### config.mk
export PLATFORM = sky130hd
export DESIGN_NAME = mandelbrot_escape_checksum_top
export DESIGN_NICKNAME = d
export VERILOG_FILES = /design/src/rtl/mec_pkg.sv /design/src/rtl/mec_coord_div.sv /design/src/rtl/mec_mult.sv /design/src/rtl/mec_escape_seq.sv /design/src/rtl/mandelbrot_escape_checksum_top.sv
export SDC_FILE = /design/constraint.sdc
export NUM_CORES = 2
export LEC_CHECK = 0
export BUFFER_PORTS_ARGS = -buffer_cell sky130_fd_sc_hd__buf_4
export CAP_MARGIN = 25
export CELL_PAD_IN_SITES_DETAIL_PLACEMENT = 1
export CELL_PAD_IN_SITES_GLOBAL_PLACEMENT = 2
export CORE_AREA = 4 4 422 424
export CTS_CLUSTER_DIAMETER = 40
export DETAILED_ROUTE_END_ITERATION = 10
export DIE_AREA = 0 0 426 428
export GPL_TIMING_DRIVEN = 0
export PLACE_DENSITY = 0.77
export SETUP_SLACK_MARGIN = 0.5
export SYNTH_ARGS = -nofsm -noshare
export SYNTH_HDL_FRONTEND = slang
export SYNTH_SLANG_ARGS = --single-unit
### constraint.sdc
create_clock -name clk_i -period 11.62 [get_ports clk_i]
set_clock_uncertainty 0.15 [all_clocks]
set_input_delay 1.743 -clock clk_i [delete_from_list [all_inputs] [get_ports clk_i]]
set_output_delay 1.743 -clock clk_i [all_outputs]
set_load 0.1 [all_outputs]
### src/rtl/mec_pkg.sv
// Shared constants and types for the escape-time checksum block.
// No dependencies; imported by every module of the block.
`timescale 1ns / 1ps
`default_nettype none
package mec_pkg;

  localparam int unsigned DIM_W   = 11;
  localparam int unsigned PIX_W   = 10;
  localparam int unsigned ITER_W  = 10;
  localparam int unsigned SUM_W   = 40;
  localparam int unsigned QUOT_W  = 20;
  localparam int unsigned DVD_W   = 30;
  localparam int unsigned Z_W     = 24;
  localparam int unsigned MUL_W   = 28;
  localparam int unsigned PROD_W  = 2 * MUL_W;
  localparam int unsigned SQ_W    = 48;
  localparam int unsigned DIVA_W  = 37;

  localparam logic [DIM_W-1:0]  MAX_DIM   = 11'd1024;
  localparam logic [DVD_W-1:0]  FX_SCALE  = 30'd1000000;
  localparam logic signed [Z_W-1:0] CR_OFFSET = 24'sd2500000;
  localparam logic signed [Z_W-1:0] CI_OFFSET = 24'sd1000000;
  localparam logic [SQ_W:0]     MAG_LIMIT = 49'd4000000000000;
  // floor(2^40 / 15625): scaled reciprocal of the odd part of the scale
  localparam logic [26:0]       RECIP_LO  = 27'd70368744;
  localparam logic [15:0]       DIV_LO    = 16'd15625;

  typedef enum logic [1:0] {
    CFG_FRAME_WIDTH  = 2'd0,
    CFG_FRAME_HEIGHT = 2'd1,
    CFG_ITER_LIMIT   = 2'd2
  } cfg_index_e;

endpackage
`default_nettype wire

### src/rtl/mec_coord_div.sv
// Restoring divider for pixel-to-coordinate mapping: (num * scale) / den.
// Depends on mec_pkg.
`timescale 1ns / 1ps
`default_nettype none
module mec_coord_div
  import mec_pkg::*;
(
  input  wire logic              clk_i,
  input  wire logic              rst_ni,
  input  wire logic              start_i,
  input  wire logic [PIX_W-1:0]  num_i,
  input  wire logic [DIM_W-1:0]  den_i,
  output logic                   done_o,
  output logic [QUOT_W-1:0]      quot_o
);

  logic              busy_q;
  logic              done_q;
  logic [4:0]        cnt_q;
  logic [DIM_W-1:0]  rem_q;
  logic [DVD_W-1:0]  dvd_q;
  logic [DIM_W-1:0]  den_q;
  logic [DIM_W:0]    trial;
  logic              fits;
  logic [DIM_W:0]    trial_sub;

  assign trial     = {rem_q, dvd_q[DVD_W-1]};
  assign fits      = trial >= {1'b0, den_q};
  assign trial_sub = trial - {1'b0, den_q};

  always_ff @(posedge clk_i or negedge rst_ni) begin
    if (!rst_ni) begin
      busy_q <= 1'b0;
      done_q <= 1'b0;
      cnt_q  <= '0;
    end else begin
      done_q <= 1'b0;
      if (start_i) begin
        busy_q <= 1'b1;
        cnt_q  <= '0;
      end else if (busy_q) begin
        cnt_q <= cnt_q + 5'd1;
        if (cnt_q == 5'(DVD_W - 1)) begin
          busy_q <= 1'b0;
          done_q <= 1'b1;
        end
      end
    end
  end

  always_ff @(posedge clk_i) begin
    if (start_i) begin
      dvd_q <= DVD_W'(num_i) * FX_SCALE;
      rem_q <= '0;
      den_q <= den_i;
    end else if (busy_q) begin
      rem_q <= fits ? trial_sub[DIM_W-1:0] : trial[DIM_W-1:0];
      dvd_q <= {dvd_q[DVD_W-2:0], fits};
    end
  end

  assign done_o = done_q;
  assign quot_o = dvd_q[QUOT_W-1:0];

endmodule
`default_nettype wire

### src/rtl/mec_mult.sv
// Shared signed multiplier with a registered product.
// Depends on mec_pkg.
`timescale 1ns / 1ps
`default_nettype none
module mec_mult
  import mec_pkg::*;
(
  input  wire logic                     clk_i,
  input  wire logic signed [MUL_W-1:0]  a_i,
  input  wire logic signed [MUL_W-1:0]  b_i,
  output logic signed [PROD_W-1:0]      p_o
);

  logic signed [PROD_W-1:0] p_q;

  always_ff @(posedge clk_i) begin
    p_q <= a_i * b_i;
  end

  assign p_o = p_q;

endmodule
`default_nettype wire

### src/rtl/mec_escape_seq.sv
// Escape-time iteration sequencer around one shared multiplier; divides by
// the fixed-point scale with a reciprocal product and one correction.
// Depends on mec_pkg and mec_mult.
`timescale 1ns / 1ps
`default_nettype none
module mec_escape_seq
  import mec_pkg::*;
(
  input  wire logic                   clk_i,
  input  wire logic                   rst_ni,
  input  wire logic                   start_i,
  input  wire logic signed [Z_W-1:0]  cr_i,
  input  wire logic signed [Z_W-1:0]  ci_i,
  input  wire logic [ITER_W-1:0]      limit_i,
  output logic                        done_o,
  output logic [ITER_W-1:0]           count_o
);

  typedef enum logic [2:0] {
    SQ_IDLE, SQ_SQR, SQ_SQI, SQ_CHK, SQ_CRS, SQ_RCP, SQ_BAK, SQ_FIX
  } seq_state_e;

  seq_state_e                state_q;
  logic signed [Z_W-1:0]     zr_q, zi_q, zr_nx_q;
  logic [SQ_W-1:0]           sqr_q;
  logic [SQ_W-1:0]           cross_q;
  logic [DIVA_W-1:0]         div_a_q;
  logic                      div_neg_q;
  logic                      div_sel_q;
  logic [Z_W-1:0]            qest_q;
  logic [ITER_W-1:0]         n_q;
  logic                      done_q;

  logic signed [MUL_W-1:0]   op_a, op_b;
  logic signed [PROD_W-1:0]  prod;
  logic [SQ_W:0]             mag;
  logic [SQ_W:0]             diff;
  logic [SQ_W:0]             diff_abs;
  logic [SQ_W-1:0]           cross_abs;
  logic                      stop;
  logic [15:0]               rem_lo;
  logic [Z_W-1:0]            qfix;
  logic signed [Z_W-1:0]     cbase;
  logic [Z_W:0]              res_w;
  logic signed [Z_W-1:0]     zres;

  mec_mult u_mult (
    .clk_i (clk_i),
    .a_i   (op_a),
    .b_i   (op_b),
    .p_o   (prod)
  );

  always_comb begin
    op_a = '0;
    op_b = '0;
    unique case (state_q)
      SQ_SQR: begin
        op_a = {{(MUL_W-Z_W){zr_q[Z_W-1]}}, zr_q};
        op_b = {{(MUL_W-Z_W){zr_q[Z_W-1]}}, zr_q};
      end
      SQ_SQI: begin
        op_a = {{(MUL_W-Z_W){zi_q[Z_W-1]}}, zi_q};
        op_b = {{(MUL_W-Z_W){zi_q[Z_W-1]}}, zi_q};
      end
      SQ_CRS: begin
        op_a = {{(MUL_W-Z_W){zr_q[Z_W-1]}}, zr_q};
        op_b = {{(MUL_W-Z_W){zi_q[Z_W-1]}}, zi_q};
      end
      SQ_RCP: begin
        op_a = {1'b0, div_a_q[DIVA_W-1:10]};
        op_b = {1'b0, RECIP_LO};
      end
      SQ_BAK: begin
        op_a = {{(MUL_W-Z_W){1'b0}}, prod[53:30]};
        op_b = {{(MUL_W-16){1'b0}}, DIV_LO};
      end
      default: begin
        op_a = '0;
        op_b = '0;
      end
    endcase
  end

  assign mag       = {1'b0, sqr_q} + {1'b0, prod[SQ_W-1:0]};
  assign diff      = {1'b0, sqr_q} - {1'b0, prod[SQ_W-1:0]};
  assign diff_abs  = diff[SQ_W] ? (~diff + 49'd1) : diff;
  assign cross_abs = cross_q[SQ_W-1] ? (~cross_q + 48'd1) : cross_q;
  assign stop      = (n_q >= limit_i) || (mag > MAG_LIMIT);

  assign rem_lo = div_a_q[15:0] - prod[15:0];
  assign qfix   = qest_q + Z_W'(rem_lo >= DIV_LO);
  assign cbase  = div_sel_q ? ci_i : cr_i;
  assign res_w  = div_neg_q ? ({cbase[Z_W-1], cbase} - {1'b0, qfix})
                            : ({cbase[Z_W-1], cbase} + {1'b0, qfix});
  assign zres   = res_w[Z_W-1:0];

  always_ff @(posedge clk_i or negedge rst_ni) begin
    if (!rst_ni) begin
      state_q <= SQ_IDLE;
      done_q  <= 1'b0;
      n_q     <= '0;
    end else begin
      done_q <= 1'b0;
      unique case (state_q)
        SQ_IDLE: begin
          if (start_i) begin
            zr_q    <= '0;
            zi_q    <= '0;
            n_q     <= '0;
            state_q <= SQ_SQR;
          end
        end
        SQ_SQR: state_q <= SQ_SQI;
        SQ_SQI: begin
          sqr_q   <= prod[SQ_W-1:0];
          state_q <= SQ_CHK;
        end
        SQ_CHK: begin
          if (stop) begin
            done_q  <= 1'b1;
            state_q <= SQ_IDLE;
          end else begin
            div_a_q   <= diff_abs[42:6];
            div_neg_q <= diff[SQ_W];
            div_sel_q <= 1'b0;
            state_q   <= SQ_CRS;
          end
        end
        SQ_CRS: state_q <= SQ_RCP;
        SQ_RCP: begin
          if (!div_sel_q) begin
            cross_q <= prod[SQ_W-1:0];
          end
          state_q <= SQ_BAK;
        end
        SQ_BAK: begin
          qest_q  <= prod[53:30];
          state_q <= SQ_FIX;
        end
        SQ_FIX: begin
          if (!div_sel_q) begin
            zr_nx_q   <= zres;
            div_a_q   <= cross_abs[41:5];
            div_neg_q <= cross_q[SQ_W-1];
            div_sel_q <= 1'b1;
            state_q   <= SQ_RCP;
          end else begin
            zi_q    <= zres;
            zr_q    <= zr_nx_q;
            n_q     <= n_q + 10'd1;
            state_q <= SQ_SQR;
          end
        end
        default: state_q <= SQ_IDLE;
      endcase
    end
  end

  assign done_o  = done_q;
  assign count_o = n_q;

endmodule
`default_nettype wire

### src/rtl/mandelbrot_escape_checksum_top.sv
// Top level: configuration registers, pixel request handshake, coordinate
// mapping and saturating checksum. Depends on mec_pkg, mec_coord_div, mec_escape_seq.
//
//   channel | signals                                   | direction
//   in      | in_valid_i/in_ready_o, pixel_x/y, start   | request in
//   out     | out_valid_o/out_ready_i, count, sum, err  | result out
//   cfg     | cfg_we_i, cfg_index_i, cfg_data_i         | register write
//
// An in-frame pixel passes through two 30-step restoring divides that map the
// coordinate, then each escape iteration runs on the shared multiplier.
// An out-of-frame pixel skips the divides and the iteration.
// One request is in flight at a time; the result holds until taken.
// Reset restores the register defaults and clears the checksum.
`timescale 1ns / 1ps
`default_nettype none
module mandelbrot_escape_checksum_top
  import mec_pkg::*;
(
  input  wire logic               clk_i,
  input  wire logic               rst_ni,
  input  wire logic               in_valid_i,
  output logic                    in_ready_o,
  input  wire logic [PIX_W-1:0]   pixel_x_i,
  input  wire logic [PIX_W-1:0]   pixel_y_i,
  input  wire logic               frame_start_i,
  output logic                    out_valid_o,
  input  wire logic               out_ready_i,
  output logic [ITER_W-1:0]       escape_count_o,
  output logic [SUM_W-1:0]        running_sum_o,
  output logic                    coord_error_o,
  input  wire logic               cfg_we_i,
  input  wire logic [1:0]         cfg_index_i,
  input  wire logic [DIM_W-1:0]   cfg_data_i
);

  typedef enum logic [2:0] {
    ST_IDLE, ST_DIVX, ST_DIVY, ST_ITER, ST_OUT
  } top_state_e;

  top_state_e              state_q;
  logic [DIM_W-1:0]        width_q, height_q;
  logic [ITER_W-1:0]       limit_q;
  logic [SUM_W-1:0]        sum_q;
  logic [PIX_W-1:0]        py_q;
  logic [ITER_W-1:0]       count_q;
  logic                    err_q;
  logic signed [Z_W-1:0]   cr_q, ci_q;

  logic                    accept;
  logic                    pix_err;
  logic                    div_start;
  logic                    div_done;
  logic [QUOT_W-1:0]       quot;
  logic [PIX_W-1:0]        div_num;
  logic [DIM_W-1:0]        div_den;
  logic                    seq_start;
  logic                    seq_done;
  logic [ITER_W-1:0]       seq_count;
  logic [DIM_W-1:0]        cfg_dim;
  logic [22:0]             q7;
  logic signed [Z_W-1:0]   cr_d, ci_d;
  logic [SUM_W:0]          sum_add;
  logic [SUM_W-1:0]        sum_base;

  assign in_ready_o  = (state_q == ST_IDLE);
  assign accept      = in_valid_i && in_ready_o;
  assign pix_err     = ({1'b0, pixel_x_i} >= width_q) || ({1'b0, pixel_y_i} >= height_q);
  assign div_start   = (accept && !pix_err) || ((state_q == ST_DIVX) && div_done);
  assign div_num     = (state_q == ST_IDLE) ? pixel_x_i : py_q;
  assign div_den     = (state_q == ST_IDLE) ? width_q : height_q;
  assign seq_start   = (state_q == ST_DIVY) && div_done;
  assign cfg_dim     = (cfg_data_i > MAX_DIM) ? MAX_DIM : cfg_data_i;
  assign sum_base    = frame_start_i ? '0 : sum_q;

  assign q7   = ({3'b0, quot} << 3) - {3'b0, quot};
  assign cr_d = $signed({2'b0, q7[22:1]}) - CR_OFFSET;
  assign ci_d = $signed({3'b0, quot, 1'b0}) - CI_OFFSET;

  assign sum_add = {1'b0, sum_q} + {{(SUM_W+1-ITER_W){1'b0}}, seq_count};

  mec_coord_div u_coord_div (
    .clk_i   (clk_i),
    .rst_ni  (rst_ni),
    .start_i (div_start),
    .num_i   (div_num),
    .den_i   (div_den),
    .done_o  (div_done),
    .quot_o  (quot)
  );

  mec_escape_seq u_escape_seq (
    .clk_i   (clk_i),
    .rst_ni  (rst_ni),
    .start_i (seq_start),
    .cr_i    (cr_q),
    .ci_i    (ci_q),
    .limit_i (limit_q),
    .done_o  (seq_done),
    .count_o (seq_count)
  );

  always_ff @(posedge clk_i or negedge rst_ni) begin
    if (!rst_ni) begin
      width_q  <= 11'd256;
      height_q <= 11'd256;
      limit_q  <= 10'd100;
    end else if (cfg_we_i) begin
      unique case (cfg_index_i)
        CFG_FRAME_WIDTH:  width_q  <= cfg_dim;
        CFG_FRAME_HEIGHT: height_q <= cfg_dim;
        CFG_ITER_LIMIT:   limit_q  <= cfg_data_i[ITER_W-1:0];
        default: ;
      endcase
    end
  end

  always_ff @(posedge clk_i or negedge rst_ni) begin
    if (!rst_ni) begin
      state_q <= ST_IDLE;
      sum_q   <= '0;
      err_q   <= 1'b0;
      count_q <= '0;
    end else begin
      unique case (state_q)
        ST_IDLE: begin
          if (accept) begin
            sum_q <= sum_base;
            py_q  <= pixel_y_i;
            if (pix_err) begin
              err_q   <= 1'b1;
              count_q <= '0;
              state_q <= ST_OUT;
            end else begin
              err_q   <= 1'b0;
              state_q <= ST_DIVX;
            end
          end
        end
        ST_DIVX: begin
          if (div_done) begin
            cr_q    <= cr_d;
            state_q <= ST_DIVY;
          end
        end
        ST_DIVY: begin
          if (div_done) begin
            ci_q    <= ci_d;
            state_q <= ST_ITER;
          end
        end
        ST_ITER: begin
          if (seq_done) begin
            count_q <= seq_count;
            sum_q   <= sum_add[SUM_W] ? {SUM_W{1'b1}} : sum_add[SUM_W-1:0];
            state_q <= ST_OUT;
          end
        end
        ST_OUT: begin
          if (out_ready_i) begin
            state_q <= ST_IDLE;
          end
        end
        default: state_q <= ST_IDLE;
      endcase
    end
  end

  assign out_valid_o    = (state_q == ST_OUT);
  assign escape_count_o = count_q;
  assign running_sum_o  = sum_q;
  assign coord_error_o  = err_q;

endmodule
`default_nettype wire
==> results.yml <==
status:
  status: "complete, no violations"
setup_path:
  crit_path_start_kind: "flip-flop"
  timing.rr.end: "u_escape_seq.u_mult.p_o[49]$_DFF_P_"
  criticalPathCategory: "flip-flop to flip-flop"
  cp.required_ns: 12.05
  r2r-start: "u_escape_seq.state_q[0]$_DFFE_PN0P_"
  cp_common_cell: "fa_1"
  cp_max_fo: 10
  slowest_delay_ns: 0.92
  r2r_slack_ns: 0.75
  path_buf_inv: 8
  cp_top_family: "adder cells"
  crit_path_end_kind: "flip-flop"
  ff2ff_path_depth: 32
  cp_slowest_cell: "a22oi_1"
  crit_arrival_ns: 11.30
clock_network:
  clock-sinks: 493
  cts_tree: "yes"
  path_clk_slew_ns: 0.06
  cts_buffers: 80
  htreeDepth: 3
  ctsHoldBuffers: 0
  clockBufferDepth: 3
  insertion_delay_ns: 0.71
  root_buffer: "clkbuf_16"
route:
  wl_um: 215000
  detailedRoute.firstPassIterationCount: 5
  num_vias: 48100
  drt_iter0_drc: 3126
  route.detailed.wl_per_inst_um: 23.5
  vias_per_cell: 5.25
  remaining_drc_errors: 0
  drt.antenna.violating_nets: 0
synthesis:
  synth_seq_area_share_pct: 22.3
  synth_area_um2: 60700
  syn_nets: 7871
  synth_edf_count: 315
  postSynthCellCount: 6533
  synth-seq-cells: 493
  synth_top_flop_cell: "edfxtp_1"
  synth_area_per_cell_um2: 9.30
  ys_warn_count: 0
  async_flop_share_pct: 21.7
  ys_types: 102
finish:
  nets: 8101
  final_cell_mix: "inv_1 (1106), fa_1 (835), nand2_1 (661), nor2_1 (608), ha_1 (464)"
  drive_gt1_share_pct: 7.74
  mostFrequentLayoutCell: "inv_1"
  area_growth_pct: 12.2
  fillers: 20200
  design_area_um2: 68100
flow_run:
  cap_violations: 0
global_routing:
  first_global_vias: 52700
  grt_util_all_layers_pct: 23.6
  grt_start_max_net_pins: 82
  grt_pass1_wl_um: 328000
  antenna_found_initial: 4
  overflow: 0
sta:
  min_period_over_period_pct: 93.6
  setup_viol: 0
  drv_slew: 0
  grt_setup_unrepaired: "no"
  worst_slew_pin_slew_ns: 1.43
  max_slew_margin_pct: 4.77
  fin_crit_ns: 10.87
  fmax_ghz: 0.0920
  hold_violations: 0
worst_hold_path:
  min-delay-start: "u_escape_seq.u_mult.p_o[53]$_DFF_P_"
  min_path_type: "flip-flop to flip-flop"
  hold-path-cell-count: 0
  hold_end: "u_escape_seq.qest_q[23]$_DFFE_PP_"
placed_design:
  dp_hpwl_um: 179000
  place.gp.congestion: 0.936
  placed_area_um2: 64900
  portBuffers: 91
die:
  pin_count: 92
  initial_core_util_pct: 34.9
  core_area_um2: 174000
  dieArea_um2: 182000
  rows: 153
  fp.dieH_um: 428
  chipWidth_um: 426
repair_timing:
action / 4_1_cts / 5_1_grt
resized for setup: 88 / 89
setup buffers: 1 / 4
gates cloned: 0 / 0
setup endpoints to repair: 19 / 13
pin swaps: 2 / 3
cell usage after synthesis (52+ instances only):
master | n | area share (%)
inv_1 | 1106 | 6.8
fa_1 | 835 | 28
nand2_1 | 661 | 4.1
nor2_1 | 613 | 3.8
ha_1 | 464 | 9.6
edfxtp_1 | 315 | 16
o21ai_0 | 278 | 2.3
a21oi_1 | 265 | 2.2
xnor2_1 | 243 | 3.5
clkbuf_1 | 229 | 1.4
xor2_1 | 105 | 1.5
dfrtp_1 | 102 | 4.2
nand3_1 | 81 | 0.67
nor3_1 | 79 | 0.65
dfxtp_1 | 71 | 2.3
a21o_1 | 66 | 0.82
and2_1 | 65 | 0.67
nand2b_1 | 57 | 0.59
mux2i_1 | 53 | 0.87
o21a_1 | 52 | 0.64
per-layer routing:
layer  track usage, %  share of wire [%]
met3             3.97                5.9
met5                0                  0
met2             39.4                 47
met4             8.81                4.5
met1             30.7                 42
through the flow:
step	setup slack, ns	util (%)	hold slack (ns)	std cells	TNS [ns]
after floorplan	2.32	-	0.258	6533	0
after detailed placement	-1.36	37.4	0.279	8998	-14.19
after CTS	0.501	39.1	0.276	9148	0
after global placement	-1.43	37.0	0.269	8949	-17.78
final	0.748	39.2	0.273	9160	0
after global routing	0.479	39.2	0.281	9156	0
registers in the layout, indices dropped and copies added, names as in the netlist, 11 cells and up:
register                 cells
height_q                    11
u_coord_div.den_q           11
u_escape_seq.qest_q         24
u_escape_seq.zi_q           24
u_escape_seq.div_a_q        37
u_escape_seq.zr_q           24
width_q                     11
u_escape_seq.cross_q        43
ci_q                        21
u_escape_seq.sqr_q          48
u_coord_div.dvd_q           30
u_escape_seq.zr_nx_q        24
cr_q                        23
u_escape_seq.u_mult.p_o     54
running_sum_o               40
u_coord_div.rem_q           11
final cells by class:
cell class	instances	area [µm²]	area share, %
tap	2325	2910	4.27
clock inverter	55	668	0.981
buffer	252	1110	1.63
inverter	1108	4160	6.11
clock buffer	95	2130	3.12
antenna	4	10.0	0.0147
timing repair buffer	149	1290	1.89
sequential	493	13600	19.9
multi-input combinational	4679	42300	62.1
worst max-delay path by stage:
stage | start | endpoint | depth (start not counted)
global route | u_escape_seq.state_q[2]$_DFFE_PN0P_ | u_escape_seq.u_mult.p_o[49]$_DFF_P_ | 29
finish | u_escape_seq.state_q[0]$_DFFE_PN0P_ | u_escape_seq.u_mult.p_o[49]$_DFF_P_ | 32
floorplan | u_escape_seq.state_q[0]$_DFFE_PN0P_ | u_escape_seq.u_mult.p_o[49]$_DFF_P_ | 32
detailed placement | u_escape_seq.state_q[0]$_DFFE_PN0P_ | u_escape_seq.u_mult.p_o[49]$_DFF_P_ | 32
CTS | u_escape_seq.state_q[0]$_DFFE_PN0P_ | u_escape_seq.u_mult.p_o[46]$_DFF_P_ | 33
global placement | u_escape_seq.state_q[1]$_DFFE_PN0P_ | u_escape_seq.u_mult.p_o[49]$_DFF_P_ | 30
cells by family (layout without fill, tap and decap cells):
family	after synthesis	in the layout	share of synthesized area, %
AOI/OAI and AO/OA	1129	1129	12.1
xor gates and xnor gates	350	350	5.09
buffers and inverters	1361	1659	8.46
adders and majority gates	1300	1300	37.1
other	0	4	0
DFF	493	493	22.3
muxes	95	95	1.65
and+or+nand+nor	1805	1805	13.3
Power is not shown: default switching activity piles up to over one toggle a cycle in this logic, so the estimate is an artifact.
